$ cat src/rtl/core/mrfb_pkg.sv
// Package for the Modbus RTU frame builder: byte phases, register indexes and CRC step.
package mrfb_pkg;

    localparam logic [15:0] CRC_POLY = 16'hA001;
    localparam logic [15:0] CRC_INIT = 16'hFFFF;

    localparam int CFG_IDX_W = 2;
    localparam logic [CFG_IDX_W-1:0] REG_SLAVE_ADDRESS   = 2'd0;
    localparam logic [CFG_IDX_W-1:0] REG_FUNCTION_CODE   = 2'd1;
    localparam logic [CFG_IDX_W-1:0] REG_TARGET_REGISTER = 2'd2;

    // which byte of the current item goes out next
    typedef enum logic [6:0] {
        PH_PFX0 = 7'b0000001,
        PH_PFX1 = 7'b0000010,
        PH_PFX2 = 7'b0000100,
        PH_PFX3 = 7'b0001000,
        PH_DATA = 7'b0010000,
        PH_CRCL = 7'b0100000,
        PH_CRCH = 7'b1000000
    } t_phase;

    // one byte of CRC-16/Modbus, reflected, LSB first
    function automatic logic [15:0] crc_byte(input logic [15:0] crc, input logic [7:0] b);
        logic [15:0] c;
        c = crc ^ {8'h00, b};
        for (int k = 0; k < 8; k++) begin
            if (c[0]) begin
                c = (c >> 1) ^ CRC_POLY;
            end else begin
                c = c >> 1;
            end
        end
        return c;
    endfunction

endpackage

$ cat src/rtl/core/modbus_rtu_frame_builder.sv
// A payload word accepted mid-frame waits in the item register and moves on into the output
// byte register once that is free. Throughput: one frame byte per cycle while the output is
// not stalled; the first word of a frame goes out after the four prefix bytes, and a word
// with tlast is followed by the two CRC bytes. The single output byte register sets this rate.
// Reset (synchronous, active low) empties both stages, clears the config registers,
// loads the CRC with 0xFFFF and leaves the block outside a frame.
module modbus_rtu_frame_builder
    import mrfb_pkg::*;
(
    input  logic                 i_clk,
    input  logic                 i_rst_n,
    // configuration write channel
    input  logic                 i_cfg_valid,
    output logic                 o_cfg_ready,
    input  logic [CFG_IDX_W-1:0] i_cfg_index,
    input  logic [15:0]          i_cfg_data,
    // payload in
    input  logic                 s_axis_tvalid,
    output logic                 s_axis_tready,
    input  logic [7:0]           s_axis_tdata,   // [7:0] payload_byte
    input  logic                 s_axis_tlast,   // payload_last
    // frame out
    output logic                 m_axis_tvalid,
    input  logic                 m_axis_tready,
    output logic [7:0]           m_axis_tdata,   // [7:0] frame_byte
    output logic                 m_axis_tlast    // frame_end
);

    logic [7:0]  r_slave_address;
    logic [7:0]  r_function_code;
    logic [15:0] r_target_register;

    logic        r_item_valid, n_item_valid;
    logic [7:0]  r_data;
    logic        r_last;
    logic        r_fresh, n_fresh;
    t_phase      r_phase, n_phase;
    logic        r_in_frame, n_in_frame;
    logic [15:0] r_crc, n_crc;

    logic        r_out_valid, n_out_valid;
    logic [7:0]  r_out_byte, n_out_byte;
    logic        r_out_end, n_out_end;

    t_phase      cur_phase;
    t_phase      adv_phase;
    logic        out_free;
    logic        emit;
    logic        item_done;
    logic        fold;
    logic [7:0]  sel_byte;
    logic        sel_end;
    logic        in_accept;

    assign o_cfg_ready = 1'b1;

    always_ff @(posedge i_clk) begin
        if (!i_rst_n) begin
            r_slave_address   <= '0;
            r_function_code   <= '0;
            r_target_register <= '0;
        end else if (i_cfg_valid) begin
            case (i_cfg_index)
                REG_SLAVE_ADDRESS:   r_slave_address   <= i_cfg_data[7:0];
                REG_FUNCTION_CODE:   r_function_code   <= i_cfg_data[7:0];
                REG_TARGET_REGISTER: r_target_register <= i_cfg_data;
                default: ;
            endcase
        end
    end

    assign out_free  = !r_out_valid || m_axis_tready;
    assign emit      = r_item_valid && out_free;
    // a freshly loaded word starts with the prefix unless the frame is already open
    assign cur_phase = r_fresh ? (r_in_frame ? PH_DATA : PH_PFX0) : r_phase;

    always_comb begin
        sel_byte  = r_data;
        sel_end   = 1'b0;
        fold      = 1'b1;
        item_done = 1'b0;
        adv_phase = PH_DATA;
        case (cur_phase)
            PH_PFX0: begin
                sel_byte  = r_slave_address;
                adv_phase = PH_PFX1;
            end
            PH_PFX1: begin
                sel_byte  = r_function_code;
                adv_phase = PH_PFX2;
            end
            PH_PFX2: begin
                sel_byte  = r_target_register[15:8];
                adv_phase = PH_PFX3;
            end
            PH_PFX3: begin
                sel_byte  = r_target_register[7:0];
                adv_phase = PH_DATA;
            end
            PH_DATA: begin
                sel_byte  = r_data;
                adv_phase = PH_CRCL;
                item_done = !r_last;
            end
            PH_CRCL: begin
                sel_byte  = r_crc[7:0];
                fold      = 1'b0;
                adv_phase = PH_CRCH;
            end
            PH_CRCH: begin
                sel_byte  = r_crc[15:8];
                sel_end   = 1'b1;
                fold      = 1'b0;
                item_done = 1'b1;
            end
            default: begin
                fold = 1'b0;
            end
        endcase
    end

    assign s_axis_tready = !r_item_valid || (emit && item_done);
    assign in_accept     = s_axis_tvalid && s_axis_tready;

    always_comb begin
        n_item_valid = r_item_valid;
        n_fresh      = r_fresh;
        n_phase      = r_phase;
        n_in_frame   = r_in_frame;
        n_crc        = r_crc;
        n_out_valid  = r_out_valid;
        n_out_byte   = r_out_byte;
        n_out_end    = r_out_end;

        if (r_out_valid && m_axis_tready) begin
            n_out_valid = 1'b0;
        end

        if (emit) begin
            n_out_valid = 1'b1;
            n_out_byte  = sel_byte;
            n_out_end   = sel_end;
            n_fresh     = 1'b0;
            n_phase     = adv_phase;
            if (fold) begin
                n_crc = crc_byte(r_crc, sel_byte);
            end
            if (cur_phase == PH_PFX0) begin
                n_in_frame = 1'b1;
            end
            if (cur_phase == PH_CRCH) begin
                n_crc      = CRC_INIT;
                n_in_frame = 1'b0;
            end
            if (item_done) begin
                n_item_valid = 1'b0;
            end
        end

        if (in_accept) begin
            n_item_valid = 1'b1;
            n_fresh      = 1'b1;
        end
    end

    always_ff @(posedge i_clk) begin
        if (!i_rst_n) begin
            r_item_valid <= 1'b0;
            r_fresh      <= 1'b0;
            r_phase      <= PH_PFX0;
            r_in_frame   <= 1'b0;
            r_crc        <= CRC_INIT;
            r_out_valid  <= 1'b0;
        end else begin
            r_item_valid <= n_item_valid;
            r_fresh      <= n_fresh;
            r_phase      <= n_phase;
            r_in_frame   <= n_in_frame;
            r_crc        <= n_crc;
            r_out_valid  <= n_out_valid;
        end
    end

    always_ff @(posedge i_clk) begin
        r_out_byte <= n_out_byte;
        r_out_end  <= n_out_end;
        if (in_accept) begin
            r_data <= s_axis_tdata;
            r_last <= s_axis_tlast;
        end
    end

    assign m_axis_tvalid = r_out_valid;
    assign m_axis_tdata  = r_out_byte;
    assign m_axis_tlast  = r_out_end;

endmodule

$ cat config.mk
export PLATFORM = sky130hd
export DESIGN_NAME = modbus_rtu_frame_builder
export DESIGN_NICKNAME = d
export VERILOG_FILES = /design/src/rtl/core/mrfb_pkg.sv /design/src/rtl/core/modbus_rtu_frame_builder.sv
export SDC_FILE = /design/constraint.sdc
export NUM_CORES = 1
export LEC_CHECK = 0
export BUFFER_PORTS_ARGS = -buffer_cell sky130_fd_sc_hd__clkbuf_2
export CORE_AREA = 4 4 91 93
export CTS_CLUSTER_SIZE = 25
export DETAILED_ROUTE_END_ITERATION = 7
export DIE_AREA = 0 0 95 97
export PLACE_DENSITY = 0.74
export SLEW_MARGIN = 20
export SYNTH_ARGS = -nofsm -noshare
export SYNTH_HDL_FRONTEND = slang
export SYNTH_SLANG_ARGS = --single-unit
$ cat constraint.sdc
create_clock -name i_clk -period 3.2 [get_ports i_clk]
set_input_delay 0 -clock i_clk [delete_from_list [all_inputs] [get_ports i_clk]]
set_output_delay 0 -clock i_clk [all_outputs]
set_load 0.005 [all_outputs]
---- After elaboration in Yosys (flattened, before gate mapping) ----
Index checks and enable logic that the tools add are counted.
storage, ports and cells
  flip-flop bits (word level) ............. 77
  bits of input ports ..................... 32
  word-level logic and storage cells ...... 93
operators by class
  eq/ne operators ......................... 9
  muxes and demuxes ....................... 40
  bitwise gates (word level) .............. 9
  reduce and logical (&&, ||, !) cells .... 22
operator list
  cell                                                             count
  16-bit two-way mux                                               24
  8-bit one-hot mux with 6 select lines                            1
  7-bit one-hot mux with 5 select lines                            1
  2-bit NOT with 3-bit output                                      8
  16-bit by 8-bit bitwise XOR with 16-bit output                   1
  2-bit AND reduction                                              6
  1-bit two-way mux                                                11
  2-bit nonzero test                                               5
  7-bit by 1-bit == test with 1-bit output, second input constant  1
  7-bit by 2-bit == test with 1-bit output, second input constant  1
  7-bit by 3-bit == test with 1-bit output, second input constant  1
  7-bit by 4-bit == test with 1-bit output, second input constant  1
  7-bit by 5-bit == test with 1-bit output, second input constant  1
  7-bit by 6-bit == test with 1-bit output, second input constant  1
  7-bit == test, second input constant                             1
  7-bit two-way mux                                                1
  5-bit two-way mux                                                1
  5-bit OR reduction                                               1
  1-bit logical AND                                                4
  1-bit logical NOT                                                3
  2-bit by 1-bit == test with 1-bit output, second input constant  1
  2-bit == test, second input constant                             1
  2-bit logical NOT                                                1
  1-bit logical OR                                                 2
  1-bit one-hot mux with 2 select lines                            1

---- Depth between registers and ports, before layout ----
Gate-level depths: netlist of run 1.
  depth after elaboration ................. 37
  depth in mapped cells ................... 13
  gate-level depth less buffers ........... 10

---- Worst setup path after synthesis of run 1 ----
Ideal clock, no wire load.
  path type ............................... flip-flop to flip-flop
  from .................................... register r_phase[3]
  to ...................................... register r_crc[0]
  setup time .............................. 0.130 ns
  arrival time ............................ 2.868 ns
  data required time ...................... 3.070 ns
  path slack .............................. 0.202 ns
  cell stages (with the launch flop) ...... 12
  buffers on the path ..................... 1
  clock period less this slack ............ 2.998 ns
  cell sequence ........................... dfxtp_1 buf_6 nor2b_4 a221o_1 a311o_2 mux2_4 xnor2_4 xor2_2 xnor2_1 xnor3_2 mux2i_1 a31oi_1
on the way
  cells in the longest elaborated chain, start to end .. 29
  elaborated cells on any way between the ends .. 45
ends and longest elaborated chain
  what                                                RTL line                         source
  start: declaration                                  modbus_rtu_frame_builder.sv:37   t_phase r_phase, n_phase;
  start signal: assignment                            modbus_rtu_frame_builder.sv:177  r_phase <= n_phase;
  7-bit two-way mux (*)                               modbus_rtu_frame_builder.sv:75   assign cur_phase = r_fresh ? (r_in_frame ? PH_DATA : PH_PFX0) : r_phase;
  7-bit == test (tied with other cells)               modbus_rtu_frame_builder.sv:83   case (cur_phase)
  8-bit one-hot mux with 6 select lines (*)           modbus_rtu_frame_builder.sv:83
  via sel_byte[1]                                     modbus_rtu_frame_builder.sv:51   logic [7:0] sel_byte;
  16-bit by 8-bit bitwise XOR with 16-bit output (*)  mrfb_pkg.sv:26                   c = crc ^ {8'h00, b};
  2-bit NOT with 3-bit output (no line)               --
  16-bit two-way mux (*)                              mrfb_pkg.sv:28                   if (c[0]) begin
  16-bit two-way mux (*)                              modbus_rtu_frame_builder.sv:145  if (fold) begin
  [14 not listed]                                     --
  16-bit two-way mux (*)                              modbus_rtu_frame_builder.sv:145
  16-bit two-way mux (*)                              modbus_rtu_frame_builder.sv:139  if (emit) begin
  16-bit two-way mux (*)                              mrfb_pkg.sv:28
  16-bit two-way mux (*)                              modbus_rtu_frame_builder.sv:145
  16-bit two-way mux (*)                              modbus_rtu_frame_builder.sv:139
  16-bit two-way mux (*)                              mrfb_pkg.sv:28
  16-bit two-way mux (*)                              modbus_rtu_frame_builder.sv:145
  16-bit two-way mux (*)                              modbus_rtu_frame_builder.sv:151  if (cur_phase == PH_CRCH) begin
  end signal: assignment                              modbus_rtu_frame_builder.sv:179  r_crc <= n_crc;
  end: declaration                                    modbus_rtu_frame_builder.sv:39   logic [15:0] r_crc, n_crc;
The timed path passes the listed nets; every way through them passes the cells marked *. The select of a mux whose other input is x is not followed.
A chain may end at the register's enable or synchronous reset.

---- Final worst setup path of run 1 ----
  from .................................... register r_phase[2]
  to ...................................... register r_crc[15]
Same word-level chain as after synthesis.

==> run_results.csv, run 1 <==
group,metric,value,unit
outcome,status,"finished, final reports clean",
setup_path,r2r_slack,0.15,ns
synth,yosysUniqueCellTypes,52,
global_routing,antenna_found_initial,0,
synth,ys_top_cells_by_count,"60 x nand2_1, 59 x dfxtp_1, 23 x and3b_1, 23 x nor2b_1",
final_layout,fillers,633,
synth,ys.flop_type,"dfxtp_1",
timing,setup_slack,0.155,ns
drt,drtIter0Drc,244,
synth,ys_ff_latch,77,
timing,clock_skew,0.00967,ns
synth,synthArstFlopShare,0,
die,die_w,95,µm
timing,slew_viol_final,0,
synth,synthesis.nets,440,
timing,setup_violations,0,
placement,gp_congestion,0.881,
die,fp-row-count,32,
final_layout,antenna_cells,0,
worst_hold_path,min-delay-path-class,"input port to flip-flop",
global_routing,grt_max_degree,62,
global_routing,grt_pass1_vias,3103,
placement,pre_cts_slack,0.0240,ns
clock_network,tritoncts,"yes",
clock_network,path_clk_slew,0.09,ns
die,die_h,97,µm
drt,drc,0,
timing,fin_crit_sh,0.952,
setup_path,arrival,3.27,ns
die,core-area,0.00753,mm²
drt,vias_per_cell,5.52,
global_routing,grt_pass1_wl,15.6,mm
drt,drtAntennaViolNets,0,
setup_path,worstPathRequired,3.43,ns
final_layout,drive_gt1_frac,0.213,
placement,dp_hpwl,6.53,mm
synth,synth_warnings,0,
clock_network,clock_latency,0.35,ns
setup_path,crit_fanout,8,
clock_network,clockRootBuffer,"clkbuf_8",
timing,tightest_slew,0.627,ns
job,maxCapViolCount,0,
clock_network,cts_sinks,77,
drt,vias,3261,
die,start_util,0.513,
synth,synth_edf_count,18,
pwr,ir_worst_vdd,305,µV
clock_network,h-tree-depth,3,
synth,syn_area,0.00386,mm²
synth,syn_inst,408,
final_layout,area.growth.synth_to_final,24.7,%
setup_path,cp-end-kind,"flip-flop",
pwr,leakage,1.99,nW
placement,io_buffers,42,
synth,yosysMostFrequentCell,"nand2_1",
timing,finalHoldViolations,0,
setup_path,crit_path_start_kind,"flip-flop",
pwr,powerDensity,595,mW/mm²
global_routing,grt_usage,0.217,
synth,seq_area_frac_synth,0.446,
timing,maxSlewHeadroom,0.581,
drt,wl_per_cell,16.3,µm
clock_network,cts_buffers,9,
synth,netlist_top_cells_area,"dfxtp_1 31%, edfxtp_1 14%, nand2_1 5.8%",
timing,fin_crit,3.05,ns
die,ioPinCount,44,
final_layout,seqCellArea,0.00173,mm²
global_routing,overflow,0,
die,die_area,0.00922,mm²
final_layout,num-nets-final,516,
setup_path,crit_type,"flip-flop to flip-flop",
timing,fin_setup_tns,0,ns
drt,first_pass_iters,5,
timing,fmax,328,MHz
synth,yosysTopAreaCell,"dfxtp_1",
drt,wirelength,9.62,mm
synth,avgSynthCellArea,9.47,µm²
synth,yosys.area.top_type_share,0.306,
clock_network,clockBufferDepth,2,
final_layout,multi_input_area,0.00199,mm²
repair_timing:
item / in CTS / in global routing
buffers inserted: 0 / 2
gates resized for setup: 0 / 5
hold buffers: 27 / 0
setup endpoints to repair: 0 / 3
endpoints found under the hold margin: 43 / 0
state kept, by name (all words and copies together), names as in the netlist:
| signal | cells |
|---|---|
| r_crc | 16 |
| r_target_register | 16 |
| m_axis_tdata | 8 |
| r_data | 8 |
| r_function_code | 8 |
| r_slave_address | 8 |
| r_phase | 7 |
| m_axis_tlast | 1 |
| m_axis_tvalid | 1 |
| r_fresh | 1 |
| r_in_frame | 1 |
| r_item_valid | 1 |
| r_last | 1 |
cell usage in the layout (no fill, tap or decap), types with 8 or more instances in the layout:
cell,Yosys,routed
nand2_1,60,60
dfxtp_1,59,56
clkbuf_2,0,42
dlygate4sd3_1,0,27
nor2b_1,23,23
and3b_1,23,23
buf_4,1,23
a21boi_0,22,22
nor2_1,22,21
edfxtp_1,18,18
a21oi_1,14,14
nand3_1,11,11
o211ai_1,11,11
o22ai_1,11,11
mux2i_1,11,11
clkbuf_8,0,11
inv_1,10,10
xor2_1,8,8
xnor2_1,8,8
final cells by class:
cell class	count	area share
Multi-Input combinational cell	291	0.413
Clock inverter	5	0.0218
Timing Repair Buffer	93	0.140
Inverter	12	0.00935
Tap cell	102	0.0265
Clock buffer	11	0.0314
Sequential cell	77	0.358
report_power, final:
group | switching [mW] | total [mW] | internal, mW
clock network | 0.375 | 0.938 | 0.563
registers | 0.0724 | 1.15 | 1.08
logic | 0.356 | 0.780 | 0.424
critical path, stage by stage (launching register included):
cell and delay (ns):
dfxtp_2 0.40, nor2_1 0.10, a221o_1 0.32, a311o_2 0.47, mux2_4 0.36, xnor2_4 0.15, xor2_2 0.19, xnor2_1 0.22
xnor3_2 0.47, o22ai_1 0.14, nand2_1 0.09
worst paths after layout:
path         cells past startpoint                                end                               from
max reg2reg                     10             r_crc[15]$_SDFFE_PN1P_            r_phase[2]$_SDFFE_PN0P_
min                              2              r_crc[6]$_SDFFE_PN1P_                            i_rst_n
min reg2reg                      2  r_target_register[8]$_SDFFE_PN0P_  r_target_register[8]$_SDFFE_PN0P_
max                             10             r_crc[15]$_SDFFE_PN1P_            r_phase[2]$_SDFFE_PN0P_
through the flow:
step	instance area, µm²	util	std cells	hold slack, ns	total power, mW
after floorplan	3860	-	408	0.0989	1.69
after global placement	4240	0.563	545	0.178	1.88
after detailed placement	4240	0.563	545	0.179	1.90
after CTS	4770	0.633	588	0.216	2.84
after global routing	4820	0.640	591	0.0313	2.99
final	4820	0.640	591	0.0133	2.87
cells by family (layout without fill, tap and decap cells):
logic type      after synthesis  after routing  synth area share
other cells                   1              1          0.000971
simple gates                164            164             0.228
xor+xnor                     23             23            0.0765
flops                        77             77             0.446
compound gates               87             87             0.158
buf+inv                      40            121            0.0437
mux                          16             16            0.0470
layer usage:
layer / vias to the layer above / track usage / wire (µm)
li1: 1595 / - / -
met1: 1534 / 0.284 / 4090
met2: 103 / 0.343 / 4690
met3: 29 / 0.0397 / 516
met4: 0 / 0.0999 / 327
met5: - / 0 / 0
No activity file was read; power rests on OpenSTA's default activity.
==> run 2, diff against run 1 <==
--- a/config.mk
+++ b/config.mk
@@ -10,6 +10,7 @@
 export CTS_CLUSTER_SIZE = 25
 export DETAILED_ROUTE_END_ITERATION = 7
 export DIE_AREA = 0 0 95 97
+export GPL_TIMING_DRIVEN = 0
 export PLACE_DENSITY = 0.74
 export SLEW_MARGIN = 20
 export SYNTH_ARGS = -nofsm -noshare
==> constraint.sdc (replaced) <==
create_clock -name i_clk -period 2.8 [get_ports i_clk]
set_input_delay 0 -clock i_clk [delete_from_list [all_inputs] [get_ports i_clk]]
set_output_delay 0 -clock i_clk [all_outputs]
set_load 0.005 [all_outputs]
==> run_results.csv, run 2 (same netlist as run 1, synthesis figures left out) <==
group,metric,value,unit
final_layout,final_common_cell,"nand2_1",
setup_path,crit_fanout,7,
placement,io_buffers,42,
clock_network,tritoncts,"yes",
setup_path,worst_path_max_delay_cell,"xnor3_2",
final_layout,fin_cells,608,
timing,slew_viol_final,0,
timing,fin_crit_sh,1.06,
timing,fmax,336,MHz
final_layout,fillers,620,
timing,fin_crit,2.98,ns
timing,rsz0062_at_grt,"yes",
pwr,powerDensity,639,mW/mm²
setup_path,slowest_delay,0.49,ns
pwr,ir_worst_vdd,310,µV
outcome,status,"finished, violations left",
outcome,violations,"negative setup slack",
placement,place_area,0.00423,mm²
timing,clock_skew,0.0101,ns
die,ioPinCount,44,
setup_path,worstPathRequired,3.03,ns
drt,first_pass_iters,5,
pwr,leakage,2.05,nW
setup_path,crit_type,"flip-flop to flip-flop",
die,core-area,0.00753,mm²
setup_path,cpMostUsedCell,"buf_6",
timing,maxSlewHeadroom,0.291,
final_layout,antenna_cells,0,
clock_network,h-tree-depth,3,
final_layout,fin_area,0.00504,mm²
placement,gp_congestion,0.913,
final_layout,seqCellArea,0.00174,mm²
final_layout,multi_input_area,0.00217,mm²
clock_network,cts_sinks,77,
die,die_area,0.00922,mm²
final_layout,num-nets-final,533,
setup_path,crit_path_start_kind,"flip-flop",
placement,dp_hpwl,7.09,mm
timing,tightest_slew,1.06,ns
timing,setup_violations,3,
pwr,total_power,3.22,mW
final_layout,top_regs,"r_crc x16, r_target_register x16",
drt,vias_per_cell,5.56,
drt,wl_per_cell,17.3,µm
global_routing,grt_pass1_vias,3363,
timing,finalHoldViolations,0,
setup_path,cp_top_family,"XOR/XNOR gates",
die,fp-row-count,32,
placement,post-place-cells,552,
worst_hold_path,min-delay-path-class,"input port to flip-flop",
die,die_w,95,µm
final_layout,area.growth.synth_to_final,30.5,%
global_routing,grt_pass1_wl,17.0,mm
clock_network,clock_latency,0.36,ns
clock_network,path_clk_slew,0.08,ns
die,start_util,0.513,
global_routing,overflow,0,
setup_path,arrival,3.21,ns
global_routing,grt_usage,0.241,
clock_network,clockRootBuffer,"clkbuf_8",
setup_path,worst-path-buf-inv,2,
clock_network,cts_buffers,9,
job,maxCapViolCount,0,
drt,wirelength,10.5,mm
clock_network,clockBufferDepth,2,
final_layout,final_cell_mix,"60 x nand2_1, 54 x dfxtp_1, 48 x clkbuf_2",
drt,drc,0,
die,die_h,97,µm
setup_path,crit_chain,"buf_6, nor2_4, a221o_1, a311o_2, buf_6, mux2_4, xnor2_4, xor2_2, xnor3_2, mux2i_1, a31oi_1",
drt,drtIter0Drc,206,
final_layout,drive_gt1_frac,0.251,
drt,vias,3381,
setup_path,r2r_slack,-0.18,ns
setup_path,cp-end-kind,"flip-flop",
global_routing,antenna_found_initial,0,
timing,setup_slack,-0.176,ns
global_routing,grt_max_degree,18,
drt,drtAntennaViolNets,0,
[run 2: changes by cell type in the layout (fill, tap and decap cells not counted), sizes merged]
| cell | before | now |
|---|---|---|
| buf | 24 | 21 |
| bufinv | 3 | 1 |
| clkbuf | 53 | 76 |
| clkinv | 3 | 1 |
| clkinvlp | 0 | 2 |
| inv | 11 | 10 |
[run 2: cell type report]
| class | instances | share of cell area |
|---|---|---|
| flip-flops and latches | 77 | 0.344 |
| clock inverters | 2 | 0.00745 |
| plain buffers | 25 | 0.0253 |
| clock buffers | 14 | 0.0372 |
| inverters | 12 | 0.00968 |
| repair buffers | 85 | 0.119 |
| multi-input cells | 291 | 0.431 |
| well taps | 102 | 0.0253 |
[run 2: worst min-delay path: cells and delay by family]
| family | cells | cell delay [ns] |
|---|---|---|
| AOI/OAI and AO/OA | 1 | 0.12 |
| muxes | 1 | 0.06 |
| buffers and inverters | 1 | 0.17 |
| and+or+nand+nor | 1 | 0.12 |
[run 2: metal layers]
layer,track usage,up-vias,share of wire
met2,0.398,123,0.50
met3,0.0630,33,0.062
li1,-,1632,-
met5,0,-,0
met4,0.130,0,0.041
met1,0.282,1593,0.40
[run 2: where the power goes]
part           leakage [nW]  internal, mW  total [mW]  switching (mW)
sequential            0.656          1.23        1.31          0.0800
combinational          1.28         0.499       0.977           0.478
clock                 0.111         0.526       0.938           0.412
[run 2: timing repair]
| item | CTS | global route |
|---|---|---|
| pin swaps | 4 | 3 |
| endpoints found under the setup margin | 11 | 11 |
| hold buffers | 27 | 0 |
| buffers inserted | 12 | 3 |
| gates resized for setup | 38 | 12 |
| endpoints found under the hold margin | 43 | 0 |
| cloned | 1 | 0 |
[run 2: final timing paths]
path,from,to,depth (start not counted)
setup / recovery,r_phase[2]$_SDFFE_PN0P_,r_crc[0]$_SDFFE_PN1P_,11
hold / removal,i_rst_n,r_crc[0]$_SDFFE_PN1P_,4
setup reg to reg,r_phase[2]$_SDFFE_PN0P_,r_crc[0]$_SDFFE_PN1P_,11
hold reg to reg,r_target_register[3]$_SDFFE_PN0P_,r_target_register[3]$_SDFFE_PN0P_,2
[run 2: through the flow]
stage | hold WS, ns | util | TNS [ns] | setup WS [ns]
6_report | 0.144 | 0.670 | -0.422 | -0.176
5_1_grt | 0.206 | 0.670 | -0.827 | -0.318
4_1_cts | 0.121 | 0.659 | -0.278 | -0.137
3_5_place_dp | 0.179 | 0.561 | -4.38 | -0.570
3_3_place_gp | 0.177 | 0.561 | -4.16 | -0.489
2_1_floorplan | 0.0989 | - | -0.212 | -0.117
